`src/hdl/assert_macros.svh`:
```
// assertion macros used by typed_time_ring_log
// no dependencies; expects clk_i and rst_ni in the including module
`ifndef ASSERT_MACROS_SVH
`define ASSERT_MACROS_SVH

// checked at every clock edge outside reset
`define TTRL_ASSERT(lbl, prop, msg) \
  lbl: assert property (@(posedge clk_i) disable iff (!rst_ni) prop) else $error(msg);

// checked at every clock edge, reset included
`define TTRL_ASSERT_ALWAYS(lbl, prop, msg) \
  lbl: assert property (@(posedge clk_i) prop) else $error(msg);

`endif

```
`src/hdl/ttrl_ram.sv`:
```
// generic simple dual-port ram, one write and one registered read port
// no dependencies
module ttrl_ram #(
  parameter int unsigned WIDTH = 72,
  parameter int unsigned DEPTH = 64
) (
  input  logic                             clk_i,
  input  logic                             we_i,
  input  logic [$clog2(DEPTH)-1:0]         waddr_i,
  input  logic [WIDTH-1:0]                 wdata_i,
  input  logic [$clog2(DEPTH)-1:0]         raddr_i,
  output logic [WIDTH-1:0]                 rdata_o
);

  logic [WIDTH-1:0] mem_q [DEPTH];
  logic [WIDTH-1:0] rdata_q;

  always_ff @(posedge clk_i) begin
    if (we_i) begin
      mem_q[waddr_i] <= wdata_i;
    end
    rdata_q <= mem_q[raddr_i];
  end

  assign rdata_o = rdata_q;

endmodule

```
`config.mk`:
```
export PLATFORM = sky130hd
export DESIGN_NAME = ttrl_ram
export DESIGN_NICKNAME = d
export VERILOG_FILES = /design/src/hdl/assert_macros.svh /design/src/hdl/ttrl_ram.sv
export SDC_FILE = /design/constraint.sdc
export NUM_CORES = 2
export LEC_CHECK = 0
export BUFFER_PORTS_ARGS = -buffer_cell sky130_fd_sc_hd__buf_2
export CELL_PAD_IN_SITES_DETAIL_PLACEMENT = 0
export CELL_PAD_IN_SITES_GLOBAL_PLACEMENT = 1
export CORE_UTILIZATION = 40
export DETAILED_ROUTE_END_ITERATION = 10
export PLACE_DENSITY = 0.69
export SETUP_SLACK_MARGIN = 0.15
export SKIP_CTS_REPAIR_TIMING = 1
export SYNTH_ARGS = -nofsm -noshare
export SYNTH_HDL_FRONTEND = slang
export SYNTH_MEMORY_MAX_BITS = 65536
export SYNTH_SLANG_ARGS = --single-unit
```
`constraint.sdc`:
```
create_clock -name clk_i -period 9.4 [get_ports clk_i]
set_input_delay 0.94 -clock clk_i [delete_from_list [all_inputs] [get_ports clk_i]]
set_output_delay 0.94 -clock clk_i [all_outputs]
set_load 0.1 [all_outputs]
```
==> results.txt <==
----------------------------------------------------
[Detailed routing]
  Routed length on met3 ... 52.13 mm
  Antenna viol nets, final ... 0
  Count of TritonRoute iterations in the first routing pass ... 6
  Post-Route WL ... slightly above 500 mm
  Sum of met2 wire segment lengths after detailed routing ... 249.1 mm
  Routed wirelength normalized by instance count ... 37.10 um
  Highest routed metal layer ... met5
  Metal-1 WL ... 195.5 mm
  Initial DRC count ... 11839
  Vias after detailed routing ... between 80000 and 90000
  Count of unresolved DRC violations after routing ... 0
  Vias per inst ... 6.190

[Timing]
  Final min period ... 3696 ps
  Final hold violation count ... 0
  Worst Tran Pin Value ... approximately 1400 ps
  Final max-slew violation count ... 0
  Worst Hold Margin ... 577.6 ps
  Worst relative slew slack ... 0.07927
  Achievable frequency ... 270.6 MHz
  Final setup violation count ... 0
  Final cycle utilization of the critical path ... 0.3932
  Total Neg Setup Slack ... 0 ps
  Setup repair after global routing missed its margin ... false
  Fin Clk Skew ... 53.96 ps

[Power and ir drop]
  Pleak ... 0.06121 uW
  Worst ir drop on vdd ... 178.0 uV
  Final total power ... 43810 uW
  Power per Cell Area ... 220.3 nW/um^2

[Clock tree]
  Bufs on Longest Clock Path ... 4
  Root cell of the clock tree ... sky130_fd_sc_hd__clkbuf_16
  Deepest level of the CTS H-tree ... 5
  Number of buffers created by CTS ... 456
  TritonCTS clock tree ... built
  Clock Sinks ... 4680
  CTS clk-pin slew, worst paths ... roughly 60 ps
  Latest clock arrival within the worst-skew pair ... roughly 990 ps

[Synthesis]
  Leading cell types by count after synthesis ... sky130_fd_sc_hd__edfxtp_1, sky130_fd_sc_hd__mux4_2, sky130_fd_sc_hd__a22oi_1
  Area of the mapped netlist ... 175200 um^2
  Yosys warning count ... 0
  Post-Synthesis Net Count ... ~7400
  Gate Count Post-Synth ... 7305
  Synth top area share ... 0.7897
  Post-synthesis sequential area ratio ... 0.7980
  Synth top area cells ... sky130_fd_sc_hd__edfxtp_1, sky130_fd_sc_hd__mux4_2, sky130_fd_sc_hd__a22oi_1
  Seq cells post-synth ... between 4000 and 5000
  Number of synthesized flops with an enable pin ... around 4600
  Post-synth top flop ... sky130_fd_sc_hd__edfxtp_1
  Leading area contributor after synthesis ... sky130_fd_sc_hd__edfxtp_1
  Most common cell in the synthesized netlist ... sky130_fd_sc_hd__edfxtp_1
  Count of cell types in the netlist ... 27
  Post-synthesis area per instance ... roughly 24 um^2
  Share of async-settable or async-resettable flops after synthesis ... 0

[Worst setup path]
  Critical path required time ... 10280 ps
  CP Launch Type ... input pin
  Worst Path Class, Setup ... input pin to register
  Element type at the critical path end ... register
  Worst path arrival time ... between 4000 and 5000 ps
  Biggest fanout along the worst timing path ... 60
  Register-to-register setup slack ... 7300 ps
  First element of the critical path ... raddr_i[1]
  Reg2reg start ... mem_q[47][15]

[Floorplanning]
  Die X ... 663.8 um
  Core Footprint ... 435100 um^2
  Num rows ... 242
  Full die area ... 440700 um^2
  Ports ... 158
  Die H ... 663.8 um
  Initial Utilization ... 0.4027

[Final layout]
  Post-layout nets ... 7816
  Ratio of cells with drive above 1 in the final layout ... 0.2820
  Post-route standard cell area excluding fillers ... 198900 um^2
  Number of filler cells placed in the layout ... 35176
  Area taken by flip-flops and latches ... 139800 um^2
  Area Overhead vs Synth ... 13.49%
  Non-filler cells, final ... 13908
  Multi-input combinational cell area ... 33950 um^2

[Placed design]
  Placer Congestion ... 0.7858
  Placed cells ... between 10000 and 15000
  Placed cell area ... 183800 um^2
  Number of I/O port buffers ... 157
  Final HPWL DP ... between 200 and 300 mm

[Run status]
  Status ... finished clean

[Min path]
  Hold crit path type ... input pin to register
  Min-delay src ... waddr_i[2]

[Global routing]
  Maximum number of pins on one net before global-route repair ... 130
  Global-route wire length before repair ... 706.5 mm
  Overall track demand over capacity in global routing ... 0.2302
  Via count of the first global-routing pass ... 85600
  Total gr overflow ... 0
  Initial antenna violation count ... 55

[Flow run]
  Max-cap violation count ... 0

----------------------------------------------------
routing by layer:
| metal | up-vias | GRT usage |
|---|---|---|
| met5 | - | 0 |
| met2 | 5026 | 0.3746 |
| met3 | 906 | 0.04730 |
| li1 | 32712 | - |
| met1 | 47430 | 0.3117 |
| met4 | 20 | 0.07498 |
worst paths after layout:
path | to | cells past startpoint
worst min-delay path | mem_q[53][70] | 3
worst min register to register | rdata_o[24] | 4
worst max register to register | rdata_o[15] | 4
worst max-delay path | rdata_o[1] | 7
logic make-up (layout without fill, tap and decap cells):
family	count (synthesis)	in the layout	share of synthesized area
AOI/OAI and AO/OA	630	630	0.02738
buffers and inverters	418	1245	0.01160
DFF	4680	4680	0.7980
muxes	1260	1260	0.1542
other	0	42	0
and+or+nand+nor	317	317	0.008819
sequential cells by signal, indices dropped and copies added (netlist names):
register  count
mem_q      4608
rdata_o      72
final cells by class:
class                   count  area share
multi-input cells        2207      0.1707
clock inverters           255     0.01289
clock buffers             605     0.06233
repair buffers            385     0.01438
diodes                     42   0.0005285
flip-flops and latches   4680      0.7031
well taps                5734     0.03608
critical path, stage by stage:
cell and delay (ps):
sky130_fd_sc_hd__buf_8 450, sky130_fd_sc_hd__buf_4 630, sky130_fd_sc_hd__buf_4 740, sky130_fd_sc_hd__mux4_2 370, sky130_fd_sc_hd__mux2i_1 90, sky130_fd_sc_hd__a211oi_1 870
sky130_fd_sc_hd__o211a_1 240
cell usage in the layout (no fill, tap or decap), drive strengths merged:
master / n
nor2: 120
or3b: 4
clkinvlp: 11
nand2: 8
inv: 8
mux2i: 108
nor2b: 9
edfxtp: 4608
mux4: 1152
dfxtp: 72
buf: 385
o211a: 72
clkinv: 196
a22oi: 288
a211oi: 72
bufinv: 40
nor3: 2
or3: 3
and2: 3
nand4: 2
nand4b: 1
clkbuf: 605
or2: 2
nand3: 128
diode: 42
nand2b: 9
o22ai: 144
o221ai: 54
nand3b: 26
report_power, final:
| part | leakage, uW | internal [uW] | switching (uW) |
|---|---|---|---|
| Clock | 0.00732 | 10400 | 7890 |
| Combinational | 0.0118 | 695 | 1610 |
| Sequential | 0.0421 | 23100 | 122 |
through the flow:
stage | setup WS (ps) | util
floorplan | 2461 | -
global placement | 4663 | 0.4224
detailed placement | 4706 | 0.4224
CTS | 5712 | 0.4568
global route | 5648 | 0.4568
finish | 5704 | 0.4570
Power figures use the tool's default switching activity.
